**config.mk**
```make
export PLATFORM = sky130hd
export DESIGN_NAME = ascii_number_parser_core
export DESIGN_NICKNAME = d
export VERILOG_FILES = /design/src/sv/anp_pkg.sv /design/src/sv/anp_acc.sv /design/src/sv/anp_parse.sv /design/src/sv/ascii_number_parser_core.sv
export VERILOG_INCLUDE_DIRS = /design/src /design/src/sv
export SDC_FILE = /design/constraint.sdc
export NUM_CORES = 1
export LEC_CHECK = 0
export BUFFER_PORTS_ARGS = -buffer_cell sky130_fd_sc_hd__buf_2
export CAP_MARGIN = 20
export CORE_AREA = 5 5 215 217
export CTS_CLUSTER_SIZE = 20
export DETAILED_ROUTE_END_ITERATION = 8
export DIE_AREA = 0 0 220 222
export SLEW_MARGIN = 20
export SYNTH_ARGS = -nofsm -noshare
export SYNTH_HDL_FRONTEND = slang
export SYNTH_SLANG_ARGS = --single-unit
```
**constraint.sdc**
```tcl
create_clock -name i_clk -period 20.7 [get_ports i_clk]
set_input_delay 1.035 -clock i_clk [delete_from_list [all_inputs] [get_ports i_clk]]
set_output_delay 1.035 -clock i_clk [all_outputs]
set_load 0.005 [all_outputs]
```
**src/sv/assert_macros.svh**
```systemverilog
// Assertion helpers shared by the parser RTL.
// Both macros sample on i_clk and are held off while i_rst_n is low.
`ifndef ASSERT_MACROS_SVH
`define ASSERT_MACROS_SVH

// Same-cycle implication
`define ANP_ASSERT_IMP(name, ante, cons, msg) \
    name: assert property (@(posedge i_clk) disable iff (!i_rst_n) (ante) |-> (cons)) \
        else $error(msg);

// Next-cycle implication
`define ANP_ASSERT_NXT(name, ante, cons, msg) \
    name: assert property (@(posedge i_clk) disable iff (!i_rst_n) (ante) |=> (cons)) \
        else $error(msg);

`endif

```
**src/sv/anp_pkg.sv**
```systemverilog
package anp_pkg;

    // Parse phases
    typedef enum logic [2:0] {
        PH_SPACE,
        PH_SIGNED,
        PH_ZERO,
        PH_QUOTE,
        PH_DIGITS,
        PH_STOPPED,
        PH_CHAR
    } t_phase;

    // Number base selected by the prefix
    typedef enum logic [1:0] {
        RADIX_DEC,
        RADIX_HEX,
        RADIX_BIN
    } t_radix;

    // Decoded digit, before the radix filter
    typedef struct packed {
        logic       ok;
        logic [3:0] val;
    } t_digit;

    // Character codes
    localparam logic [7:0] CH_TAB   = 8'd9;
    localparam logic [7:0] CH_CR    = 8'd13;
    localparam logic [7:0] CH_SPACE = 8'd32;
    localparam logic [7:0] CH_PLUS  = 8'd43;
    localparam logic [7:0] CH_MINUS = 8'd45;
    localparam logic [7:0] CH_QUOTE = 8'd39;
    localparam logic [7:0] CH_ZERO  = 8'd48;
    localparam logic [7:0] CH_NINE  = 8'd57;
    localparam logic [7:0] CH_LC_A  = 8'd97;
    localparam logic [7:0] CH_LC_F  = 8'd102;
    localparam logic [7:0] CH_UC_A  = 8'd65;
    localparam logic [7:0] CH_UC_F  = 8'd70;
    localparam logic [7:0] CH_LC_X  = 8'd120;
    localparam logic [7:0] CH_LC_B  = 8'd98;

    localparam int         PREFIX_BITS = 4;
    localparam logic [31:0] VALUE_NONE = 32'hFFFF_FFFF;

    // Hex-style digit decode, upper or lower case
    function automatic t_digit anp_digit(input logic [7:0] c);
        t_digit d;
        d.ok  = 1'b0;
        d.val = 4'd0;
        if (c >= CH_ZERO && c <= CH_NINE) begin
            d.ok  = 1'b1;
            d.val = 4'(c - CH_ZERO);
        end else if (c >= CH_LC_A && c <= CH_LC_F) begin
            d.ok  = 1'b1;
            d.val = 4'(c - CH_LC_A + 8'd10);
        end else if (c >= CH_UC_A && c <= CH_UC_F) begin
            d.ok  = 1'b1;
            d.val = 4'(c - CH_UC_A + 8'd10);
        end
        return d;
    endfunction

    function automatic logic anp_is_space(input logic [7:0] c);
        return (c >= CH_TAB && c <= CH_CR) || c == CH_SPACE;
    endfunction

endpackage

```
**src/sv/anp_acc.sv**
```systemverilog
module anp_acc #(
    parameter int ACCUM_BITS = 63
) (
    input  anp_pkg::t_radix        i_radix,
    input  logic [ACCUM_BITS-1:0]  i_magnitude,
    input  logic [7:0]             i_character,
    output logic                   o_is_digit,
    output logic [ACCUM_BITS-1:0]  o_magnitude
);
    import anp_pkg::*;

    localparam int WIDE = ACCUM_BITS + PREFIX_BITS;

    t_digit            dig;
    logic [WIDE-1:0]   wide;
    logic [WIDE-1:0]   prod;
    logic [WIDE-1:0]   sum;

    // Digit decode and radix filter
    always_comb begin
        dig = anp_digit(i_character);
        unique case (i_radix)
            RADIX_HEX: o_is_digit = dig.ok;
            RADIX_BIN: o_is_digit = dig.ok && dig.val <= 4'd1;
            RADIX_DEC: o_is_digit = dig.ok && dig.val <= 4'd9;
            default:   o_is_digit = dig.ok;
        endcase
    end

    // Shift-add accumulate; any carry into the top nibble means saturation
    always_comb begin
        wide = {{PREFIX_BITS{1'b0}}, i_magnitude};
        unique case (i_radix)
            RADIX_HEX: prod = wide << 4;
            RADIX_BIN: prod = wide << 1;
            default:   prod = (wide << 3) + (wide << 1);
        endcase
        sum = prod + WIDE'(dig.val);
        if (|sum[WIDE-1:ACCUM_BITS]) begin
            o_magnitude = '1;
        end else begin
            o_magnitude = sum[ACCUM_BITS-1:0];
        end
    end

endmodule

```
**src/sv/anp_parse.sv**
```systemverilog
`include "assert_macros.svh"

module anp_parse #(
    parameter int ACCUM_BITS = 63
) (
    input  logic        i_clk,
    input  logic        i_rst_n,
    input  logic        i_adv,
    input  logic [7:0]  i_character,
    input  logic        i_last,
    output logic [31:0] o_value,
    output logic        o_no_number
);
    import anp_pkg::*;

    t_phase                r_phase, n_phase;
    t_radix                r_radix, n_radix;
    logic                  r_negative, n_negative;
    logic                  r_digit_seen, n_digit_seen;
    logic [ACCUM_BITS-1:0] r_magnitude, n_magnitude;

    logic                  acc_is_digit;
    logic [ACCUM_BITS-1:0] acc_magnitude;
    logic                  start_num;
    logic                  take_digit;
    logic [31:0]           mag_lo;

    // Digit accumulator
    anp_acc #(
        .ACCUM_BITS (ACCUM_BITS)
    ) u_acc (
        .i_radix     (r_radix),
        .i_magnitude (r_magnitude),
        .i_character (i_character),
        .o_is_digit  (acc_is_digit),
        .o_magnitude (acc_magnitude)
    );

    // Which path this byte takes
    always_comb begin
        start_num  = (r_phase == PH_SPACE && !anp_is_space(i_character)
                      && i_character != CH_PLUS && i_character != CH_MINUS)
                     || r_phase == PH_SIGNED;
        take_digit = (start_num && i_character != CH_QUOTE && i_character != CH_ZERO)
                     || r_phase == PH_DIGITS
                     || (r_phase == PH_ZERO && i_character != CH_LC_X
                         && i_character != CH_LC_B);
    end

    // Next phase
    always_comb begin
        n_phase = r_phase;
        if (take_digit) begin
            n_phase = acc_is_digit ? PH_DIGITS : PH_STOPPED;
        end else begin
            unique case (r_phase)
                PH_SPACE, PH_SIGNED: begin
                    if (start_num) begin
                        n_phase = (i_character == CH_QUOTE) ? PH_QUOTE : PH_ZERO;
                    end else if (!anp_is_space(i_character)) begin
                        n_phase = PH_SIGNED;
                    end
                end
                PH_ZERO:  n_phase = PH_DIGITS;
                PH_QUOTE: n_phase = PH_CHAR;
                default:  n_phase = r_phase;
            endcase
        end
    end

    // Data state updates
    always_comb begin
        n_radix      = r_radix;
        n_negative   = r_negative;
        n_digit_seen = r_digit_seen;
        n_magnitude  = r_magnitude;
        if (take_digit) begin
            if (acc_is_digit) begin
                n_digit_seen = 1'b1;
                n_magnitude  = acc_magnitude;
            end
        end else begin
            unique case (r_phase)
                PH_SPACE: begin
                    if (i_character == CH_PLUS || i_character == CH_MINUS) begin
                        n_negative = (i_character == CH_MINUS);
                    end else if (start_num && i_character == CH_ZERO) begin
                        n_digit_seen = 1'b1;
                        n_magnitude  = '0;
                    end
                end
                PH_SIGNED: begin
                    if (i_character == CH_ZERO) begin
                        n_digit_seen = 1'b1;
                        n_magnitude  = '0;
                    end
                end
                PH_ZERO: begin
                    n_radix      = (i_character == CH_LC_X) ? RADIX_HEX : RADIX_BIN;
                    n_digit_seen = 1'b0;
                    n_magnitude  = '0;
                end
                PH_QUOTE: n_magnitude = ACCUM_BITS'(i_character);
                default:  n_magnitude = r_magnitude;
            endcase
        end
    end

    // Result from the updated state
    always_comb begin
        mag_lo      = n_magnitude[31:0];
        o_value     = VALUE_NONE;
        o_no_number = 1'b1;
        if (n_phase == PH_CHAR) begin
            o_value     = {{24{n_magnitude[7]}}, n_magnitude[7:0]};
            o_no_number = 1'b0;
        end else if (n_digit_seen && n_phase != PH_QUOTE) begin
            o_value     = n_negative ? (32'd0 - mag_lo) : mag_lo;
            o_no_number = 1'b0;
        end
    end

    // Parser state; a last beat returns everything to the start
    always_ff @(posedge i_clk) begin
        if (!i_rst_n || (i_adv && i_last)) begin
            r_phase      <= PH_SPACE;
            r_radix      <= RADIX_DEC;
            r_negative   <= 1'b0;
            r_digit_seen <= 1'b0;
            r_magnitude  <= '0;
        end else if (i_adv) begin
            r_phase      <= n_phase;
            r_radix      <= n_radix;
            r_negative   <= n_negative;
            r_digit_seen <= n_digit_seen;
            r_magnitude  <= n_magnitude;
        end
    end

    `ANP_ASSERT_NXT(a_last_restarts, i_adv && i_last, r_phase == PH_SPACE && !r_digit_seen, "parser not restarted after last beat")
    `ANP_ASSERT_IMP(a_char_narrow, r_phase == PH_CHAR, r_magnitude[ACCUM_BITS-1:8] == '0, "quoted byte wider than 8 bits")
    `ANP_ASSERT_IMP(a_radix_phase, r_radix != RADIX_DEC, r_phase == PH_DIGITS || r_phase == PH_STOPPED, "prefix radix outside digit phases")

endmodule

```
**src/sv/ascii_number_parser_core.sv**
```systemverilog
// ASCII number parser. Takes a string one byte per beat, the final byte marked
// by i_last, and returns one registered signed 32-bit value per string after
// that final byte is taken. Leading whitespace is skipped, one optional sign is
// taken, a quote returns the following byte sign-extended, and a lower-case
// "0x" or "0b" selects hex or binary (decimal otherwise). Digits are gathered
// until the first non-digit with the magnitude saturating at 2^ACCUM_BITS-1;
// an empty number gives -1 with o_no_number set. Throughput is one byte per
// clock unless a final byte waits on a stalled result: each byte goes through
// an input register, a single shift-add step of the accumulator, and, for the
// final byte, an output register. Both sides use valid/ready and a stalled
// result does not block input bytes that produce no result.
`include "assert_macros.svh"

module ascii_number_parser_core #(
    parameter int ACCUM_BITS = 63
) (
    input  logic        i_clk,
    input  logic        i_rst_n,
    input  logic        i_in_valid,
    output logic        o_in_ready,
    input  logic [7:0]  i_character,
    input  logic        i_last,
    output logic        o_out_valid,
    input  logic        i_out_ready,
    output logic [31:0] o_value,
    output logic        o_no_number
);
    import anp_pkg::*;

    logic        r_in_valid;
    logic [7:0]  r_in_char;
    logic        r_in_last;
    logic        r_out_valid;
    logic [31:0] r_out_value;
    logic        r_out_no_number;

    logic        out_free;
    logic        s1_adv;
    logic [31:0] res_value;
    logic        res_no_number;

    // Stage handshakes
    assign out_free   = !r_out_valid || i_out_ready;
    assign s1_adv     = r_in_valid && (!r_in_last || out_free);
    assign o_in_ready = !r_in_valid || s1_adv;

    // Input beat register
    always_ff @(posedge i_clk) begin
        if (!i_rst_n) begin
            r_in_valid <= 1'b0;
        end else if (o_in_ready) begin
            r_in_valid <= i_in_valid;
        end
    end

    always_ff @(posedge i_clk) begin
        if (i_in_valid && o_in_ready) begin
            r_in_char <= i_character;
            r_in_last <= i_last;
        end
    end

    // Parser state and step logic
    anp_parse #(
        .ACCUM_BITS (ACCUM_BITS)
    ) u_parse (
        .i_clk       (i_clk),
        .i_rst_n     (i_rst_n),
        .i_adv       (s1_adv),
        .i_character (r_in_char),
        .i_last      (r_in_last),
        .o_value     (res_value),
        .o_no_number (res_no_number)
    );

    // Result register
    always_ff @(posedge i_clk) begin
        if (!i_rst_n) begin
            r_out_valid <= 1'b0;
        end else if (s1_adv && r_in_last) begin
            r_out_valid <= 1'b1;
        end else if (i_out_ready) begin
            r_out_valid <= 1'b0;
        end
    end

    always_ff @(posedge i_clk) begin
        if (s1_adv && r_in_last) begin
            r_out_value     <= res_value;
            r_out_no_number <= res_no_number;
        end
    end

    assign o_out_valid = r_out_valid;
    assign o_value     = r_out_value;
    assign o_no_number = r_out_no_number;

    `ANP_ASSERT_NXT(a_last_gives_result, s1_adv && r_in_last, r_out_valid, "final beat produced no result")
    `ANP_ASSERT_NXT(a_in_held, r_in_valid && !s1_adv, r_in_valid && $stable(r_in_char), "input beat lost while stalled")
    `ANP_ASSERT_IMP(a_none_is_minus_one, r_out_valid && r_out_no_number, r_out_value == VALUE_NONE, "no_number with a value other than -1")

endmodule
```
==> results of run 1 <==
## per-layer routing
metal  wire length (um)  part of all wire [%]  global-route usage, %
met5                  0                     0                      0
met4               2410                   4.3                   9.14
met3               3580                   6.4                   3.14
met2              26600                    48                   37.1
met1              23300                    42                   28.0
## logic make-up after synthesis
kind of cell | Yosys count | synth area share, %
compound gates | 750 | 35.4
fa+ha+maj | 74 | 6.57
buf+inv | 182 | 5.09
flops | 114 | 18.9
simple gates | 777 | 26.9
mux | 13 | 0.970
xor+xnor | 100 | 6.12
## power by group through the flow
stage	Combinational [uW]	Clock, uW	Sequential, uW
2_1_floorplan	68.0	0	246
3_3_place_gp	89.3	0	249
3_5_place_dp	90.5	0	249
4_1_cts	91.0	321	245
5_1_grt	101	329	245
6_report	91.8	315	245
## per-stage QoR
step	power [uW]	cells	setup WS [ns]	cell area (um^2)	hold slack, ns
2_1_floorplan	314	2010	12.86	14300	0.449
3_3_place_gp	339	2525	12.61	14900	0.499
3_5_place_dp	340	2525	12.43	14900	0.507
4_1_cts	656	2557	12.37	15500	0.516
5_1_grt	675	2557	11.64	15500	0.539
6_report	652	2557	12.30	15500	0.515
## cells in the mapped netlist, drive strengths merged, types with 9 or more instances
cell	number
a211o	9
a211oi	42
a21boi	10
a21o	30
a21oi	245
a221o	18
a221oi	28
a22o	22
a22oi	36
a31oi	24
and2	20
and3	38
and4	15
buf	40
clkbuf	101
dfxtp	72
edfxtp	42
ha	72
inv	40
mux2i	9
nand2	216
nand2b	17
nand3	59
nand4	54
nor2	221
nor2b	20
nor3	45
nor4	17
o211ai	18
o21a	20
o21ai	122
o31ai	21
or3	15
xnor2	48
xor2	52
## worst reg2reg max path, delay by kind of cell, from the launching register on
family                   cells  cell delay [ns]
multiplexers                 1             0.19
buffers and inverters        3             0.92
AO/OA/AOI/OAI               10             2.13
adder cells (fa/ha/maj)      3             0.91
flip-flops                   1             0.52
AND/OR/NAND/NOR             14             3.55
## worst paths after layout
path,from,to,slack [ns],depth (start not counted)
worst max-delay path,r_in_char[1],o_value[30],12.30,31
worst min-delay path,u_parse.r_negative,u_parse.r_negative,0.52,2
worst max register to register,r_in_char[1],o_value[30],12.30,31
worst min register to register,u_parse.r_negative,u_parse.r_negative,0.52,2
## flip-flops by register name, indices dropped and copies added (netlist names)
| name | cells |
|---|---|
| o_value | 32 |
| r_in_valid | 1 |
| u_parse.r_negative | 1 |
| o_out_valid | 1 |
| o_no_number | 1 |
| u_parse.r_radix | 2 |
| u_parse.r_digit_seen | 1 |
| r_in_char | 8 |
| u_parse.r_magnitude | 63 |
| r_in_last | 1 |
| u_parse.r_phase | 3 |
## layout make-up
cell class,count,area share (%)
multi-input combinational,1714,70.5
sequential,114,17.4
tap,592,4.78
clock buffer,20,2.88
timing repair buffer,64,2.34
clock inverter,12,1.01
inverter,41,0.994
## placed cells by master (no fill, tap or decap), types with 9 or more instances in the layout
master | Yosys | final
nand4_1 | 52 | 52
and4_1 | 15 | 15
buf_4 | 1 | 17
mux2i_1 | 9 | 9
o21a_1 | 20 | 20
nor2b_1 | 20 | 20
xor2_1 | 52 | 52
nand2b_1 | 17 | 16
buf_2 | 28 | 47
or3_1 | 15 | 15
and2_1 | 19 | 18
o211ai_1 | 18 | 18
nand2_1 | 214 | 213
and3_1 | 38 | 38
nand3_1 | 58 | 58
nor4_1 | 13 | 13
edfxtp_1 | 42 | 42
a221oi_1 | 27 | 27
dfxtp_1 | 72 | 72
a211o_1 | 9 | 9
a211oi_1 | 38 | 37
a221o_1 | 18 | 18
clkbuf_16 | 0 | 17
xnor2_1 | 48 | 48
nor2_1 | 221 | 221
a21o_1 | 30 | 30
o21ai_1 | 20 | 20
a31oi_1 | 24 | 23
a21oi_1 | 244 | 244
a22o_1 | 22 | 22
inv_1 | 40 | 40
o31ai_1 | 16 | 16
a22oi_1 | 36 | 36
nor3_1 | 42 | 42
ha_1 | 72 | 69
o21ai_0 | 100 | 100
==> flow_summary.toml, run 1 <==
[synth]
synthFlopType = "dfxtp_1"
seq_area_frac_synth_pct = 18.9
ys_types = 109
avgSynthCellArea_um2 = 7.12
synth.top_cell.area_share_pct = 10.1
ys_async_sr_fraction_pct = 0
netlist_area_um2 = 14300
ys_warn_count = 0
synth_area_leader_cell = "dfxtp_1"
ys_ff_latch = 114
synth_edf_count = 42
syn_nets = 2097
synth_area_leaders = "dfxtp_1 (10%), edfxtp_1 (8.8%), a21oi_1 (8.5%)"
syn_inst = 2010

[finish]
nets = 2039
n_antenna_cell = 0
fillers = 4724
regArea_um2 = 2700
area_growth_pct = 8.18
drive_above_1_share_pct = 8.24
multi_input_area_um2 = 10900
fin_util_pct = 35.3

[floorplanning]
die_area_um2 = 48800
die_x_um = 220
die_h_um = 222
initial_core_util_pct = 32.6
rows = 77
coreArea_um2 = 43900
io_pins = 48

[global_routing]
grt_pass1_vias = 15054
grt_pass1_wl_mm = 86.4
gr-usage-all-layers_pct = 22.0
gr-total-overflow = 0
antenna_found_initial = 0
grt_max_degree = 71

[power]
leakage_uw = 0.00539
combPwrFrac_pct = 14.1
p_per_area_nw_per_um2 = 42.1
pwr-share-seq_pct = 37.5
power.share.switching_pct = 29.3
p_sw_uw = 191
clockPowerShare_pct = 48.4
p_int_uw = 461
peakVddDrop_mv = 0.0489

[cts]
root_buffer = "clkbuf_16"
cts.repair.resized = 0
post_cts_buffers = 0
cts_max_level = 4
cts_max_path_buffers = 2
cts_num_sinks = 114
clkTransAtPathRegs_ns = 0.06
worstSkewPairLatency_ns = 0.46
ctsHoldBuffers = 0
cts_tree = "done"
cts-buffers-inserted = 17

[critical_path]
crit_family = "simple AND/OR/NAND/NOR gates"
crit_top_cell = "ha_1"
slowest_stage = "nor3_1"
critPathMaxStageDelay_ns = 0.59
cp_num_buf_inv = 3
cp.required_ns = 20.95
critical_path.startpoint_type = "register"
cp.arrival_ns = 8.65
end_kind = "register"
cp_max_fo = 55
worstSetupPathType = "reg -> reg"

[place]
dpl.hpwl_mm = 42.3
io_buffers = 47
place_congestion = 1.01

[timing]
drv_slew = 0
tightest_slew_ns = 0.955
rsz0062_at_grt = "no"
timing.fmax_mhz = 119
tns_ns = 0
relSlewSlack_pct = 36.0
fin_skew_ns = 0.0117
min_period_ns = 8.40
post-route-period-util_pct = 40.6
finalHoldViolations = 0
finalSetupViolCount = 0

[detailed_routing]
drt_iter0_drc = 1805
avgViaCountPerCell = 6.28
drt-wirelength-per-cell_um = 21.9
route.vias.total = 16053
wl_mm = 55.9
first_pass_iters = 7
drc_errors = 0
ant_nets = 0

[job]
cap_violations = 0

[run_status]
status = "complete, no violations"

[hold_path]
hold_class = "reg -> reg"
Power figures use the tool's default switching activity.
==> run 2, diff against run 1 <==
==> constraint.sdc (replaced) <==
create_clock -name i_clk -period 8.5 [get_ports i_clk]
set_input_delay 0.425 -clock i_clk [delete_from_list [all_inputs] [get_ports i_clk]]
set_output_delay 0.425 -clock i_clk [all_outputs]
set_load 0.005 [all_outputs]
==> run 2 against run 1 <==
Against the previous run:
- clock power up 150%
- power up 150%
- clock skew up 0.00059 ns
- utilization up 0.19 points
- global-route usage up 1.3 points
- maximum frequency up 12%
- critical path type unchanged
- critical endpoint is now o_value[28]
==> flow_summary.toml, run 2 (synthesis results as in run 1) <==
[run_status]
status = "complete, no violations"

[cts]
ctsHoldBuffers = 0
cts-buffers-inserted = 17
root_buffer = "clkbuf_16"
post_cts_buffers = 0
clkTransAtPathRegs_ns = 0.06
cts_max_level = 4
cts_num_sinks = 114
cts.repair.resized = 0
worstSkewPairLatency_ns = 0.47
cts_max_path_buffers = 2
cts_tree = "done"

[finish]
drive_above_1_share_pct = 8.67
nets = 2047
fillers = 4748
final_cells = 2567
area_growth_pct = 8.76
regMostFlops = "u_parse.r_magnitude"
largest_reg_flops = 63
layout_common_cells = "a21oi_1 (244), nor2_1 (221), nand2_1 (213)"
layout_commonest_cell = "a21oi_1"

[critical_path]
crit_start = "r_in_char[0]"
slowest_stage = "edfxtp_1"
cp.required_ns = 8.72
critPathMaxStageDelay_ns = 0.55
critical_path.startpoint_type = "register"
crit_top_cell = "ha_1"
worstSetupPathType = "reg -> reg"
end_kind = "register"
cp_max_fo = 9
r2r_start = "r_in_char[0]"
cp.arrival_ns = 7.75

[hold_path]
hold_path.startpoint = "i_character[7]"
hold_class = "in -> reg"

[power]
p_total_uw = 1600
peakVddDrop_mv = 0.0966
p_per_area_nw_per_um2 = 103
leakage_uw = 0.00543

[global_routing]
grt_use_met3_pct = 3.71
met2_usage_pct = 38.4
gr-usage-all-layers_pct = 23.3
grt_pass1_vias = 15412
use_met1_pct = 29.2
grt_pass1_wl_mm = 90.5
antenna_found_initial = 2
grt.busiest_layer = "met2"
gr-total-overflow = 0
grt_max_degree = 71

[floorplanning]
die_area_um2 = 48800
coreArea_um2 = 43900
die_h_um = 222
io_pins = 48
die_x_um = 220
initial_core_util_pct = 32.6
rows = 77

[timing]
rsz0062_at_grt = "no"
drv_slew = 0
tns_ns = 0
fin_skew_ns = 0.0123
tightest_slew_ns = 1.12
post-route-period-util_pct = 88.6
finalSetupViolCount = 0
whs_ns = 0.138
timing.fmax_mhz = 133
finalHoldViolations = 0
min_period_ns = 7.53
relSlewSlack_pct = 24.8

[detailed_routing]
first_pass_iters = 6
route.vias.total = 16220
drc_errors = 0
drt_iter0_drc = 1758
wl_mm = 58.7
ant_nets = 0
drt-wirelength-per-cell_um = 22.9
avgViaCountPerCell = 6.32

[job]
cap_violations = 0

[place]
io_buffers = 47
dpl.hpwl_mm = 45.0
place_congestion = 0.977
dp.cells = 2533
-- run 2: cell types whose count changed in the layout (fill, tap and decap cells not counted), sizes merged --
cell,delta
diode,+2
buf,+8
clkbuf,-2
inv,+2
-- run 2: metrics by stage --
stage               instance area, um^2  utilization (%)  setup WS [ns]
global placement                  14900             34.0           1.28
detailed placement                15000             34.1           1.16
global route                      15600             35.4          0.359
floorplan                         14300                -          0.658
finish                            15600             35.4          0.971
CTS                               15600             35.4           1.09
-- run 2: per-layer routing --
metal / part of all wire (%) / up-vias / wire [um]
met2: 47 / 705 / 27400
met5: 0 / - / 0
met1: 41 / 7795 / 24200
li1: - / 7529 / -
met3: 6.2 / 191 / 3620
met4: 5.9 / 0 / 3450
-- run 2: layout make-up --
class / instances / area [um^2] / share of cell area [%]
Clock inverter: 14 / 176 / 1.13
Antenna cell: 2 / 5.00 / 0.0321
Tap cell: 592 / 741 / 4.76
Inverter: 41 / 154 / 0.988
Multi-Input combinational cell: 1714 / 10900 / 70.1
Sequential cell: 114 / 2700 / 17.4
Clock buffer: 18 / 429 / 2.76
Timing Repair Buffer: 72 / 443 / 2.84
-- run 2: power breakdown --
group	switching [uW]	leakage, uW	internal (uW)
registers	18.0	0.000906	579
logic	152	0.00423	75.2
clock network	314	0.000292	464
total	484	0.00543	1120
-- run 2: path summary, 6_finish.rpt --
check / end / slack (ns) / depth (start not counted)
hold / removal: r_in_char[7] / 0.14 / 1
setup / recovery: o_value[28] / 0.97 / 30
hold reg to reg: u_parse.r_negative / 0.49 / 2
setup reg to reg: o_value[28] / 0.97 / 30
-- run 2: worst max-delay path: cells and delay by family, from the launching register on --
family | cells | cell delay [ns]
simple gates | 14 | 3.28
compound gates | 10 | 1.74
fa+ha+maj | 3 | 0.93
flops | 1 | 0.55
mux | 1 | 0.43
buf+inv | 2 | 0.33
==> run 3, diff against run 2 <==
--- a/config.mk
+++ b/config.mk
@@ -12,6 +12,7 @@
 export CTS_CLUSTER_SIZE = 20
 export DETAILED_ROUTE_END_ITERATION = 8
 export DIE_AREA = 0 0 220 222
+export MAX_ROUTING_LAYER = met4
 export SLEW_MARGIN = 20
 export SYNTH_ARGS = -nofsm -noshare
 export SYNTH_HDL_FRONTEND = slang
==> run 3 against run 2 <==
Against the previous run:
- die area is the same
- first-iteration DRC count decreased by 2.0%
- design area about the same
- clock power about the same
- critical path depth decreased by 1
- sequential power is essentially flat
- via count grew 0.26%
- count of clock-buffer cells in the layout unchanged
- register-to-register slack got worse by 0.16 ns
- largest cell class unchanged
- largest power group unchanged
==> flow_summary.toml, run 3 (synthesis results as in run 1) <==
[run_status]
status = "complete, no violations"

[finish]
fillers = 4732
area_growth_pct = 8.68
regMostFlops = "u_parse.r_magnitude"
layout_common_cells = "a21oi_1 (244), nor2_1 (221), nand2_1 (213)"
layout_commonest_cell = "a21oi_1"
nets = 2048
drive_above_1_share_pct = 8.71
largest_reg_flops = 63

[critical_path]
worstSetupPathType = "reg -> reg"
crit_start = "r_in_char[0]"
r2r_cells = 29
slowest_stage = "edfxtp_1"
worst-r2r-setup-slack_ns = 0.81
crit_cells = 29
cp_num_buf_inv = 1
cp.arrival_ns = 7.90
cp.required_ns = 8.71
worstSetupEndpoint = "o_value[28]"
critPathMaxStageDelay_ns = 0.53
crit_family = "simple AND/OR/NAND/NOR gates"
critical_path.startpoint_type = "register"
r2r_start = "r_in_char[0]"
cp_max_fo = 9
r2r_end = "o_value[28]"
end_kind = "register"

[floorplanning]
die_area_um2 = 48800
initial_core_util_pct = 32.6
die_x_um = 220
io_pins = 48
die_h_um = 222
rows = 77
coreArea_um2 = 43900

[cts]
cts.repair.resized = 0
post_cts_buffers = 0
worstSkewPairLatency_ns = 0.47
cts_num_sinks = 114
cts_max_path_buffers = 2
cts_tree = "done"
ctsHoldBuffers = 0
cts-buffers-inserted = 17
clkTransAtPathRegs_ns = 0.06
root_buffer = "clkbuf_16"
cts_max_level = 4

[detailed_routing]
drt_iter0_drc = 1722
drc_errors = 0
route.vias.total = 16262
first_pass_iters = 8
wl_mm = 59.2
ant_nets = 0
avgViaCountPerCell = 6.34
drt-wirelength-per-cell_um = 23.1

[job]
cap_violations = 0

[timing]
finalSetupViolCount = 0
timing.fmax_mhz = 130
drv_slew = 0
post-route-period-util_pct = 90.5
rsz0062_at_grt = "no"
min_period_ns = 7.69
finalHoldViolations = 0
fin_skew_ns = 0.0176
tns_ns = 0
tightest_slew_ns = 0.915
relSlewSlack_pct = 38.8

[global_routing]
antenna_found_initial = 1
use_met1_pct = 28.8
grt_pass1_vias = 15427
gr-total-overflow = 0
grt.busiest_layer = "met2"
gr-usage-all-layers_pct = 24.0
grt_pass1_wl_mm = 90.2
grt_max_degree = 71
grt_use_met3_pct = 3.20
met2_usage_pct = 39.2

[place]
place_congestion = 1.05
io_buffers = 47
dpl.hpwl_mm = 45.5

[power]
power.share.switching_pct = 30.1
p_int_uw = 1120
peakVddDrop_mv = 0.126
pwr-share-seq_pct = 37.3
p_total_uw = 1600
p_sw_uw = 482
p_per_area_nw_per_um2 = 103
combPwrFrac_pct = 14.2
leakage_uw = 0.00544
clockPowerShare_pct = 48.5

[hold_path]
hold_class = "in -> reg"
min_path_cells = 1
run 3: power by group through the flow:
stage          registers (uW)  clock network (uW)  logic (uW)
6_report                  596                 777         227
2_1_floorplan             598                   0         166
3_3_place_gp              607                   0         221
5_1_grt                   597                 813         248
4_1_cts                   595                 790         223
3_5_place_dp              607                   0         222
run 3: worst min path at each step:
| stage | from | endpoint | slack (ns) |
|---|---|---|---|
| after floorplan | u_parse.r_negative | u_parse.r_negative | 0.45 |
| after global placement | u_parse.r_magnitude[31] | u_parse.r_magnitude[31] | 0.47 |
| after detailed placement | u_parse.r_magnitude[31] | u_parse.r_magnitude[31] | 0.48 |
| after CTS | i_last | r_in_last | 0.12 |
| after global routing | i_last | r_in_last | 0.12 |
| final | i_last | r_in_last | 0.14 |
run 3: final cells by class:
cell class,instances,area (um^2),share of cell area [%]
Tap cell,592,741,4.76
Clock inverter,14,176,1.13
Antenna cell,1,2.50,0.0161
Timing Repair Buffer,73,430,2.77
Inverter,41,154,0.989
Sequential cell,114,2700,17.4
Multi-Input combinational cell,1714,10900,70.2
Clock buffer,18,429,2.76
run 3: layer usage:
| metal | routed length (um) | up-vias |
|---|---|---|
| li1 | - | 7518 |
| met1 | 24300 | 7812 |
| met2 | 27700 | 737 |
| met3 | 3500 | 195 |
| met4 | 3750 | 0 |
| met5 | 0 | - |
run 3: per-stage QoR:
step / instance area [um^2] / hold slack [ns] / utilization, % / cells / setup slack, ns
floorplan: 14300 / 0.449 / - / 2010 / 0.658
global placement: 14900 / 0.470 / 34.0 / 2534 / 0.783
detailed placement: 14900 / 0.475 / 34.0 / 2534 / 0.744
CTS: 15500 / 0.118 / 35.4 / 2566 / 0.696
global route: 15600 / 0.124 / 35.4 / 2567 / 0.191
finish: 15600 / 0.138 / 35.4 / 2567 / 0.810
